## config.mk

```make
export PLATFORM = sky130hd
export DESIGN_NAME = name_table_insert_delete_search
export DESIGN_NICKNAME = d
export VERILOG_FILES = /design/src/hw/rtl/ntis_pkg.sv /design/src/hw/rtl/name_table_insert_delete_search.sv /design/src/hw/rtl/ntis_mem.sv /design/src/hw/rtl/ntis_seq.sv
export SDC_FILE = /design/constraint.sdc
export NUM_CORES = 2
export LEC_CHECK = 0
export BUFFER_PORTS_ARGS = -buffer_cell sky130_fd_sc_hd__buf_2
export CORE_MARGIN = 4
export CORE_UTILIZATION = 55
export CTS_CLUSTER_DIAMETER = 60
export DETAILED_ROUTE_END_ITERATION = 10
export PLACE_DENSITY = 0.73
export SLEW_MARGIN = 20
export SYNTH_ARGS = -nofsm -noshare
export SYNTH_HDL_FRONTEND = slang
export SYNTH_SLANG_ARGS = --single-unit
```

## constraint.sdc

```tcl
create_clock -name clk -period 10.7 [get_ports clk]
set_input_delay 0 -clock clk [delete_from_list [all_inputs] [get_ports clk]]
set_output_delay 0 -clock clk [all_outputs]
set_load 0.02 [all_outputs]
```

## src/hw/rtl/ntis_pkg.sv

```systemverilog
// ----------------------------------------------------------------------------
// ntis_pkg
// Shared types and constants for the name table (create, delete, search,
// traverse over a packed table of unique 72-bit name keys).
// ----------------------------------------------------------------------------
package ntis_pkg;

    localparam int ENTRIES_DEFAULT = 16;
    localparam int MAX_RESULTS     = 16;
    localparam int KEY_W           = 72;
    localparam int POS_W           = 4;
    localparam int CAP_W           = 5;
    localparam logic [CAP_W-1:0] CAPACITY_RESET = 5'd10;

    typedef logic [KEY_W-1:0] name_key_t;

    typedef enum logic [1:0] {
        MODE_CREATE   = 2'd0,
        MODE_DELETE   = 2'd1,
        MODE_SEARCH   = 2'd2,
        MODE_TRAVERSE = 2'd3
    } mode_t;

    typedef enum logic [2:0] {
        ST_OK       = 3'd0,
        ST_DUP      = 3'd1,
        ST_FULL     = 3'd2,
        ST_NOTFOUND = 3'd3,
        ST_EMPTY    = 3'd4
    } status_t;

    typedef struct packed {
        mode_t       mode;
        logic [63:0] name_low;
        logic [7:0]  name_high;
    } req_t;

    typedef struct packed {
        status_t          status;
        logic [POS_W-1:0] position;
        logic [63:0]      entry_low;
        logic [7:0]       entry_high;
        logic             last;
    } rsp_t;

    typedef enum logic [2:0] {
        SEQ_IDLE,
        SEQ_SCAN,
        SEQ_SHIFT,
        SEQ_LIST,
        SEQ_REPORT
    } seq_state_t;

endpackage

```

## src/hw/rtl/name_table_insert_delete_search.sv

```systemverilog
// ----------------------------------------------------------------------------
// name_table_insert_delete_search
// Packed table of unique 72-bit names with create, delete, search and
// traverse commands, plus a capacity limit register.
// ----------------------------------------------------------------------------
// The table sits in a single-port-read memory that the sequencer walks one
// entry per cycle, except while a traverse result waits on rsp_ready. One
// request is in flight at a time; req_ready is high only while the
// sequencer is idle. Search and create compare the stored entries in order
// and stop early on a match; create reports full without a walk. Delete
// walks up to the match, then shifts the later entries down. Traverse returns
// one result per cycle while the response register can take it, up to 16.
// The response register lets the next request be taken while a result still
// waits on rsp_ready. Capacity resets to 10; values above ENTRIES act as
// ENTRIES. Lowering it below the current count keeps the stored names and
// makes create report full. Write the capacity only while no request is
// outstanding.
// ----------------------------------------------------------------------------
module name_table_insert_delete_search #(
    parameter int ENTRIES = ntis_pkg::ENTRIES_DEFAULT
) (
    input  logic                       clk,
    input  logic                       rst_n,
    input  logic                       cfg_valid,
    output logic                       cfg_ready,
    input  logic [ntis_pkg::CAP_W-1:0] cfg_data,
    input  logic                       req_valid,
    output logic                       req_ready,
    input  ntis_pkg::req_t             req,
    output logic                       rsp_valid,
    input  logic                       rsp_ready,
    output ntis_pkg::rsp_t             rsp
);
    import ntis_pkg::*;

    localparam int IW = $clog2(ENTRIES);

    logic [CAP_W-1:0] capacity_reg;
    logic             rsp_valid_reg, rsp_valid_next;
    rsp_t             rsp_reg, rsp_next;

    logic          res_valid, res_ready;
    rsp_t          res;
    logic          mem_we;
    logic [IW-1:0] mem_waddr, mem_raddr;
    name_key_t     mem_wdata, mem_rdata;

    // Capacity register: always ready, take each transfer.
    assign cfg_ready = 1'b1;

    always_ff @(posedge clk or negedge rst_n)
    begin
        if (!rst_n)
        begin
            capacity_reg <= CAPACITY_RESET;
        end
        else if (cfg_valid)
        begin
            capacity_reg <= cfg_data;
        end
    end

    ntis_mem #(
        .DEPTH (ENTRIES),
        .AW    (IW)
    ) u_mem (
        .clk   (clk),
        .we    (mem_we),
        .waddr (mem_waddr),
        .wdata (mem_wdata),
        .raddr (mem_raddr),
        .rdata (mem_rdata)
    );

    ntis_seq #(
        .ENTRIES (ENTRIES),
        .IW      (IW)
    ) u_seq (
        .clk       (clk),
        .rst_n     (rst_n),
        .capacity  (capacity_reg),
        .req_valid (req_valid),
        .req_ready (req_ready),
        .req       (req),
        .res_valid (res_valid),
        .res_ready (res_ready),
        .res       (res),
        .mem_we    (mem_we),
        .mem_waddr (mem_waddr),
        .mem_wdata (mem_wdata),
        .mem_raddr (mem_raddr),
        .mem_rdata (mem_rdata)
    );

    // Response register: load a new result when empty or being drained,
    // otherwise hold it and stall the sequencer.
    assign res_ready = !rsp_valid_reg || rsp_ready;

    always_comb
    begin
        rsp_valid_next = rsp_valid_reg;
        rsp_next       = rsp_reg;
        if (res_ready)
        begin
            rsp_valid_next = res_valid;
            if (res_valid)
            begin
                rsp_next = res;
            end
        end
    end

    always_ff @(posedge clk or negedge rst_n)
    begin
        if (!rst_n)
        begin
            rsp_valid_reg <= 1'b0;
        end
        else
        begin
            rsp_valid_reg <= rsp_valid_next;
        end
    end

    always_ff @(posedge clk)
    begin
        rsp_reg <= rsp_next;
    end

    assign rsp_valid = rsp_valid_reg;
    assign rsp       = rsp_reg;

endmodule

```

## src/hw/rtl/ntis_mem.sv

```systemverilog
// ----------------------------------------------------------------------------
// ntis_mem
// Name key storage: one write port, one read port with registered data.
// ----------------------------------------------------------------------------
module ntis_mem #(
    parameter int DEPTH = ntis_pkg::ENTRIES_DEFAULT,
    parameter int AW    = $clog2(DEPTH)
) (
    input  logic                clk,
    input  logic                we,
    input  logic [AW-1:0]       waddr,
    input  ntis_pkg::name_key_t wdata,
    input  logic [AW-1:0]       raddr,
    output ntis_pkg::name_key_t rdata
);
    import ntis_pkg::*;

    name_key_t mem [DEPTH];
    name_key_t rdata_reg;

    always_ff @(posedge clk)
    begin
        if (we)
        begin
            mem[waddr] <= wdata;
        end
    end

    always_ff @(posedge clk)
    begin
        rdata_reg <= mem[raddr];
    end

    assign rdata = rdata_reg;

endmodule

```

## src/hw/rtl/ntis_seq.sv

```systemverilog
// ----------------------------------------------------------------------------
// ntis_seq
// Sequencer: walks the table through the single read port to compare,
// shift down after a delete, or list entries; owns the entry count.
// ----------------------------------------------------------------------------
module ntis_seq #(
    parameter int ENTRIES = ntis_pkg::ENTRIES_DEFAULT,
    parameter int IW      = $clog2(ENTRIES)
) (
    input  logic                       clk,
    input  logic                       rst_n,
    input  logic [ntis_pkg::CAP_W-1:0] capacity,
    input  logic                       req_valid,
    output logic                       req_ready,
    input  ntis_pkg::req_t             req,
    output logic                       res_valid,
    input  logic                       res_ready,
    output ntis_pkg::rsp_t             res,
    output logic                       mem_we,
    output logic [IW-1:0]              mem_waddr,
    output ntis_pkg::name_key_t        mem_wdata,
    output logic [IW-1:0]              mem_raddr,
    input  ntis_pkg::name_key_t        mem_rdata
);
    import ntis_pkg::*;

    localparam int CW = $clog2(ENTRIES + 1);
    localparam int SW = CW + 1;
    localparam int LW = (CW > CAP_W) ? CW : CAP_W;
    localparam int TRAV_MAX = (ENTRIES < MAX_RESULTS) ? ENTRIES : MAX_RESULTS;
    localparam logic [CW-1:0] TRAV_MAX_C = CW'(TRAV_MAX);
    localparam logic [CW-1:0] ENTRIES_C  = CW'(ENTRIES);

    seq_state_t       state_reg, state_next;
    logic [IW-1:0]    idx_reg, idx_next;
    logic [CW-1:0]    count_reg, count_next;
    mode_t            mode_reg, mode_next;
    name_key_t        key_reg, key_next;
    status_t          status_reg, status_next;
    logic [POS_W-1:0] pos_reg, pos_next;

    logic [SW-1:0] idx_ext, cnt_ext, sum1, sum2;
    logic [CW-1:0] trav_n;
    logic          full, hit, scan_end, list_last;
    name_key_t     req_key;

    assign req_key  = {req.name_high, req.name_low};
    assign idx_ext  = SW'(idx_reg);
    assign cnt_ext  = SW'(count_reg);
    assign sum1     = idx_ext + SW'(1);
    assign sum2     = idx_ext + SW'(2);
    assign full     = (LW'(count_reg) >= LW'(capacity)) || (count_reg == ENTRIES_C);
    assign hit      = (idx_ext < cnt_ext) && (mem_rdata == key_reg);
    assign scan_end = (sum1 >= cnt_ext);
    assign trav_n   = (count_reg < TRAV_MAX_C) ? count_reg : TRAV_MAX_C;
    assign list_last = (sum1 == SW'(trav_n));

    always_ff @(posedge clk or negedge rst_n)
    begin
        if (!rst_n)
        begin
            state_reg <= SEQ_IDLE;
            count_reg <= '0;
        end
        else
        begin
            state_reg <= state_next;
            count_reg <= count_next;
        end
    end

    always_ff @(posedge clk)
    begin
        idx_reg    <= idx_next;
        mode_reg   <= mode_next;
        key_reg    <= key_next;
        status_reg <= status_next;
        pos_reg    <= pos_next;
    end

    always_comb
    begin
        state_next  = state_reg;
        count_next  = count_reg;
        idx_next    = idx_reg;
        mode_next   = mode_reg;
        key_next    = key_reg;
        status_next = status_reg;
        pos_next    = pos_reg;

        req_ready = 1'b0;
        res_valid = 1'b0;
        res       = '{status: ST_OK, position: '0, entry_low: '0,
                      entry_high: '0, last: 1'b1};
        mem_we    = 1'b0;
        mem_waddr = idx_reg;
        mem_wdata = mem_rdata;
        mem_raddr = '0;

        unique case (state_reg)
            SEQ_IDLE:
            begin
                // Entry 0 is always being fetched here, so a scan or list
                // sees it in the cycle after the transfer.
                req_ready = 1'b1;
                mem_raddr = '0;
                if (req_valid)
                begin
                    mode_next = req.mode;
                    key_next  = req_key;
                    idx_next  = '0;
                    pos_next  = '0;
                    unique case (req.mode)
                        MODE_CREATE:
                        begin
                            if (full)
                            begin
                                status_next = ST_FULL;
                                state_next  = SEQ_REPORT;
                            end
                            else
                            begin
                                state_next = SEQ_SCAN;
                            end
                        end
                        MODE_DELETE:
                        begin
                            if (count_reg == '0)
                            begin
                                status_next = ST_EMPTY;
                                state_next  = SEQ_REPORT;
                            end
                            else
                            begin
                                state_next = SEQ_SCAN;
                            end
                        end
                        MODE_SEARCH:
                        begin
                            state_next = SEQ_SCAN;
                        end
                        MODE_TRAVERSE:
                        begin
                            if (count_reg == '0)
                            begin
                                status_next = ST_EMPTY;
                                state_next  = SEQ_REPORT;
                            end
                            else
                            begin
                                state_next = SEQ_LIST;
                            end
                        end
                        default:
                        begin
                            state_next = SEQ_IDLE;
                        end
                    endcase
                end
            end

            SEQ_SCAN:
            begin
                // Compare entry idx while the next one is fetched.
                mem_raddr = sum1[IW-1:0];
                if (hit)
                begin
                    pos_next = POS_W'(idx_reg);
                    priority case (mode_reg)
                        MODE_CREATE:
                        begin
                            status_next = ST_DUP;
                            state_next  = SEQ_REPORT;
                        end
                        MODE_DELETE:
                        begin
                            status_next = ST_OK;
                            if (sum1 < cnt_ext)
                            begin
                                state_next = SEQ_SHIFT;
                            end
                            else
                            begin
                                count_next = count_reg - CW'(1);
                                state_next = SEQ_REPORT;
                            end
                        end
                        default:
                        begin
                            status_next = ST_OK;
                            state_next  = SEQ_REPORT;
                        end
                    endcase
                end
                else if (scan_end)
                begin
                    state_next = SEQ_REPORT;
                    if (mode_reg == MODE_CREATE)
                    begin
                        // Append at the end of the packed table.
                        mem_we      = 1'b1;
                        mem_waddr   = count_reg[IW-1:0];
                        mem_wdata   = key_reg;
                        status_next = ST_OK;
                        pos_next    = POS_W'(count_reg);
                        count_next  = count_reg + CW'(1);
                    end
                    else
                    begin
                        status_next = ST_NOTFOUND;
                        pos_next    = '0;
                    end
                end
                else
                begin
                    idx_next = sum1[IW-1:0];
                end
            end

            SEQ_SHIFT:
            begin
                // Move entry idx+1 down into idx; fetch idx+2 meanwhile.
                mem_we    = 1'b1;
                mem_waddr = idx_reg;
                mem_wdata = mem_rdata;
                mem_raddr = sum2[IW-1:0];
                if (sum2 < cnt_ext)
                begin
                    idx_next = sum1[IW-1:0];
                end
                else
                begin
                    count_next = count_reg - CW'(1);
                    state_next = SEQ_REPORT;
                end
            end

            SEQ_LIST:
            begin
                res_valid      = 1'b1;
                res.status     = ST_OK;
                res.position   = POS_W'(idx_reg);
                res.entry_low  = mem_rdata[63:0];
                res.entry_high = mem_rdata[KEY_W-1:64];
                res.last       = list_last;
                mem_raddr      = res_ready ? sum1[IW-1:0] : idx_reg;
                if (res_ready)
                begin
                    if (list_last)
                    begin
                        state_next = SEQ_IDLE;
                    end
                    else
                    begin
                        idx_next = sum1[IW-1:0];
                    end
                end
            end

            SEQ_REPORT:
            begin
                res_valid    = 1'b1;
                res.status   = status_reg;
                res.position = pos_reg;
                res.last     = 1'b1;
                if (res_ready)
                begin
                    state_next = SEQ_IDLE;
                end
            end

            default:
            begin
                state_next = SEQ_IDLE;
            end
        endcase
    end

endmodule
```

Word level (Yosys, flattened, before mapping). Memories as Yosys holds them, arrays and structs flattened. A register that Yosys moved wholly into a read port is not among the register bits. Index checks and enable logic that the tools add are counted.

Register bits: 179. RAM bits: 1152. Bits of input ports: 84. Word-level logic and storage cells: 133. Memories kept: 1.

Memory list: u_mem.mem (depth 16, bits a word 72, rd ports 1, clocked after memory_dff 1, write ports 1, RTL line ntis_mem.sv:18) `name_key_t mem [DEPTH];`.

Add/sub/neg operators: 4. $lt $le $gt $ge: 6. Eq/ne operators: 27. Mux-type cells: 61. Reductions and logical operators: 20.

Operators with widths (count): $mux 72 (4); $eq 72x72->1 (1); $mux 4 (14); $mux 3 (17); $mux 5 (7); $reduce_and 6->1 (3); $pmux 4 s4 (1); $pmux 3 s5 (1); $pmux 7 s2 (1); $lt 6x5->1 (2); $pmux 3 s2 (2); $pmux 3 s4 (1); $pmux 4 s3 (1); $ne 2x2->1 const B (5); $pmux 5 s2 (1); $ne 3x3->1 const B (3); $mux 1 (8); $ne 2x1->1 const B (4); $pmux 4 s2 (1); $reduce_and 7->1 (1); $eq 3x2->1 const B (2); $eq 6x5->1 (1); $ge 6x5->1 (1); $ne 3x1->1 const B (2); other kinds (26) (34).

Depth between registers and ports, before layout.
Depth in word-level cells: 7. Gate-level depth with buffers: 13. Gate-level depth less buffers: 11.

Modules after synthesis. Synthesis repeated with hierarchy kept, for this count alone.

Cells, all modules: 2528. Area, all modules: 53566.4 sq um.

Modules (own cells, without submodules): ntis_mem (times used 1, cells each 1850, area each 44551.5 sq um, seq. area each 36034.6 sq um); ntis_seq (times used 1, cells each 582, area each 6373.6 sq um, seq. area each 2752.6 sq um); name_table_insert_delete_search (times used 1, cells each 96, area each 2641.3 sq um, seq. area each 2555.0 sq um).

Worst setup path before layout. OpenSTA, ideal clock, no wires.

Kind: reg2reg. Start point: register u_seq.idx_reg[1]. End point: memory u_mem.mem[5][0] in the netlist's numbering (enable). Library setup time: 0.613 ns. Arrival time: 7.896 ns. Data required time: 10.087 ns. Setup slack: 2.192 ns. Stages on the path, launching flop included: 14. Buffers on the path: 3. Period minus slack after synthesis: 8.508 ns. Path through: edfxtp_1 -> clkbuf_1 -> inv_1 -> ha_1 -> o21ba_1 -> o311ai_1 -> nor4_2 -> nand2_1 -> nor2_4 -> inv_2 -> nand4_4 -> buf_6 -> buf_6 -> o32ai_1.

Cells in the longest elaborated chain, start to end: 7. Elaborated cells between the ends (all ways): 13. Classes of those cells: 1 x add/sub; 2 x order compare; 9 x mux; 1 x reduce/logical.

Ends and longest elaborated chain: start, declared (RTL line ntis_seq.sv:35) `logic [IW-1:0] idx_reg, idx_next;`; start signal, assigned (RTL line ntis_seq.sv:74) `idx_reg <= idx_next;`; $add 4x1->5 (RTL line ntis_seq.sv:50) `assign sum1 = idx_ext + SW'(1);`; $ge 6x5->1 (RTL line ntis_seq.sv:54) `assign scan_end = (sum1 >= cnt_ext);`; $mux 1 (RTL line ntis_seq.sv:195) `else if (scan_end)`; $mux 1 (RTL line ntis_seq.sv:166) `if (hit)`; $pmux 1 s2 (RTL line ntis_seq.sv:100) `unique case (state_reg)`; $mux 1 (RTL line ntis_mem.sv:23) `if (we)`; $mux 1 (not written as such) (RTL line ntis_mem.sv:25) `mem[waddr] <= wdata;`; end, declared (RTL line ntis_mem.sv:18).

Parallel ways exist; a longest one is shown, timed or not.

Worst setup path after layout.
Start point: register u_seq.key_reg[10]. End point: memory u_mem.mem[11][38] in the netlist's numbering (enable).

Cells in the longest elaborated chain, start to end: 6. Elaborated cells between the ends (all ways): 8. Classes of those cells: 1 x eq/ne; 6 x mux; 1 x reduce/logical.

Ends and longest elaborated chain: start, declared (RTL line ntis_seq.sv:38) `name_key_t key_reg, key_next;`; start signal, assigned (RTL line ntis_seq.sv:76) `key_reg <= key_next;`; $eq 72x72->1 * (RTL line ntis_seq.sv:53) `assign hit = (idx_ext < cnt_ext) && (mem_rdata == key_reg);`; $logic_and 1x1->1 * (RTL line ntis_seq.sv:53); $mux 1 (RTL line ntis_seq.sv:166); $pmux 1 s2 (RTL line ntis_seq.sv:100); $mux 1 (RTL line ntis_mem.sv:23); $mux 1 (not written as such) (RTL line ntis_mem.sv:25).

Every way passes the cells marked *; elsewhere a longest branch is shown, timed or not.

==> flow_metrics.tcl <==
set metrics [dict create \
    finalSetupViolations 0 \
    syn2layout_area_growth_pct 15.5 \
    cts_tree "done" \
    synth_nets 2670 \
    largest_register_ffs 1152 \
    synth_top_area_share_pct 73.6 \
    grt_overflow 0 \
    yosys-top-cells-area "edfxtp_1, mux4_2, dfxtp_1, a22oi_1, mux2_2" \
    cpMaxStageDelayCell "nor4_1" \
    synth_enable_flop_cells 1317 \
    wl_per_cell_um 30.7 \
    fp.dieH_um 321 \
    yosys_register_bits 1403 \
    max_stage_delay_ns 0.89 \
    netlist_area_um2 53800 \
    required_ns 11.06 \
    via_count 27700 \
    dieArea_um2 103000 \
    tightest_slew_ns 1.17 \
    finalCritPeriodShare_pct 56.5 \
    drv_cap 0 \
    dr.pass1.iters 5 \
    fin_nets 3038 \
    avgSynthCellArea_um2 21.0 \
    synth_top_area_cell "edfxtp_1" \
    dominantRegCellSynth "edfxtp_1" \
    gr-usage-all-layers_pct 26.1 \
    routed_wl_um 133000 \
    ys_top_cells_by_count "edfxtp_1, mux4_2, a22oi_1" \
    syn_inst 2563 \
    antenna_found_initial 4 \
    clk_latency_ns 0.74 \
    ys_async_sr_fraction_pct 0.998 \
    clkTransAtPathRegs_ns 0.06 \
    fillers 6327 \
    slew_viol_final 0 \
    post-dp-hpwl_um 70500 \
    drive_gt1_share_pct 27.0 \
    synth_cell_types 63 \
    synth_most_common_cell "edfxtp_1" \
    postCtsSetupRepairBufs 0 \
    path_class "flop to flop" \
    setup.worst_path.end_class "flop" \
    hold_viol_final 0 \
    ant_nets 0 \
    io_pins 167 \
    fin_setup_tns_ns 0 \
    status "completed" \
    power.leakage_nw 20.2 \
    cts-root-buf "clkbuf_16" \
    start_util_pct 55.5 \
    cts-resized-gates 0 \
    fmax_mhz 166 \
    numCtsBuffers 138 \
    fp.coreArea_um2 96900 \
    start_kind "flop" \
    vdd_drop_max_mv 0.252 \
    yosys_warnings 0 \
    final_util_pct 64.1 \
    htreeDepth 4 \
    routabilityCongestion 0.943 \
    vias_per_cell 6.40 \
    drt_drc_violations_left 0 \
    cpLargestDelayFamily "buffers and inverters" \
    place.port_buffers 165 \
    cts_sinks 1403 \
    crit_path_cell_trace "xor2_1 > nor4_1 > nand4_1 > nor2_4 > inv_2 > nand4_4 > buf_4 > buf_4 > o31ai_4 > buf_4 > buf_4" \
    grt_max_degree 188 \
    clockBufferDepth 3 \
    crit_top_cell "buf_4" \
    period_needed_ns 6.04 \
    rsz0062_at_grt "no" \
    grt_pass1_wl_um 192000 \
    ys_seq_area_share_pct 76.9 \
    path_max_fanout 46 \
    powerDensity_nw_per_um2 280 \
    cp.arrival_ns 6.40 \
    maxSlewHeadroom_pct 22.2 \
    grt_pass1_vias 27900 \
    fin_skew_ns 0.0419 \
    die_x_um 321 \
    crit_buf_inv 5 \
    hp-class "input pin to flop" \
    drt_iter0_drc 3561 \
    rows 114 \
]
[placed cells by master, fill, tap and decap left out, drive strengths merged, types with 4 or more instances in the layout]
| cell type | count |
|---|---|
| a22oi | 144 |
| nand2 | 112 |
| nor3b | 4 |
| inv | 24 |
| nand2b | 6 |
| clkbuf | 187 |
| and3 | 9 |
| bufinv | 8 |
| clkinv | 46 |
| a31oi | 5 |
| xnor2 | 71 |
| nor4 | 6 |
| nand3b | 4 |
| nor3 | 4 |
| o31ai | 14 |
| dlygate4sd3 | 130 |
| nand4 | 22 |
| o21ai | 17 |
| nand3 | 18 |
| xor2 | 8 |
| dfrtp | 12 |
| a22o | 6 |
| mux2i | 4 |
| edfxtp | 1317 |
| nor2b | 6 |
| dfxtp | 72 |
| nor2 | 36 |
| mux2 | 74 |
| a21oi | 12 |
| or3 | 4 |
| and2 | 79 |
| buf | 225 |
| ha | 23 |
| mux4 | 288 |
| a21o | 6 |
| o32ai | 5 |
| clkinvlp | 6 |
[layer usage]
metal  vias up  wire length (um)  GRT usage (%)
li1      11300                 -              -
met1     14600             51000           36.5
met2      1558             65300           41.5
met3       205             13100           6.33
met4         2              3510           7.97
met5         -                 9              0
[final timing paths]
kind	start	to	slack (ns)	depth (start not counted)
worst max register to register	u_seq.key_reg[10]$_DFFE_PP_	u_mem.mem[11][38]$_DFFE_PP_	4.66	11
max in group asynchronous	rst_n	rsp_valid$_DFFE_PN0N_	9.88	3
min in group asynchronous	rst_n	capacity_reg[0]$_DFFE_PN0P_	0.38	3
worst min-delay path	req[49]	u_seq.key_reg[41]$_DFFE_PP_	0.04	2
worst min register to register	u_seq.pos_reg[0]$_SDFFCE_PN0P_	rsp[73]$_DFFE_PP_	0.57	1
worst max-delay path	u_seq.key_reg[10]$_DFFE_PP_	u_mem.mem[11][38]$_DFFE_PP_	4.66	11
[power by group]
group | internal [mW] | leakage, nW | switching [mW] | total (mW)
registers | 7.21 | 12.7 | 0.319 | 7.52
logic | 2.04 | 5.26 | 3.06 | 5.10
clock network | 2.76 | 2.19 | 1.99 | 4.75
total | 12.0 | 20.2 | 5.37 | 17.4
[logic make-up (layout without fill, tap and decap cells)]
kind of cell             Yosys count  in the layout  share of synthesized area [%]
adder cells (fa/ha/maj)           23             23                          0.535
flip-flops                      1403           1403                           76.9
AO/OA/AOI/OAI                    232            232                           3.16
buffers and inverters            145            626                           1.43
multiplexers                     366            366                           13.7
AND/OR/NAND/NOR                  314            314                           3.01
XOR/XNOR                          79             79                           1.29
other                              1              2                        0.00697
[per-stage QoR]
stage | instances | hold WS [ns] | setup WS [ns] | instance area, um^2 | power [mW]
2_1_floorplan | 2563 | -0.296 | 2.19 | 53800 | 11.2
3_3_place_gp | 3934 | -0.0804 | 4.93 | 56300 | 12.5
3_5_place_dp | 3934 | -0.0781 | 4.80 | 56300 | 12.6
4_1_cts | 4317 | 0.00401 | 4.79 | 62000 | 17.4
5_1_grt | 4320 | 0.0174 | 4.64 | 62100 | 18.1
6_report | 4321 | 0.0446 | 4.66 | 62100 | 17.4
[area by class of cell]
cell class                 instances  area [um^2]  share of cell area [%]
sequential                      1403        41300                    66.5
multi-input combinational       1015        12000                    19.3
clock buffer                     187         3890                    6.27
timing repair buffer             355         2660                    4.29
tap                             1276         1600                    2.57
clock inverter                    66          587                   0.945
inverter                          18         67.6                   0.109
antenna                            1         2.50                 0.00403
[timing repair]
| item | CTS | global route |
|---|---|---|
| hold buffers | 130 | 0 |
| endpoints found under the setup margin | 0 | 0 |
| endpoints found under the hold margin | 133 | 0 |
No activity file was read; power rests on OpenSTA's default activity.
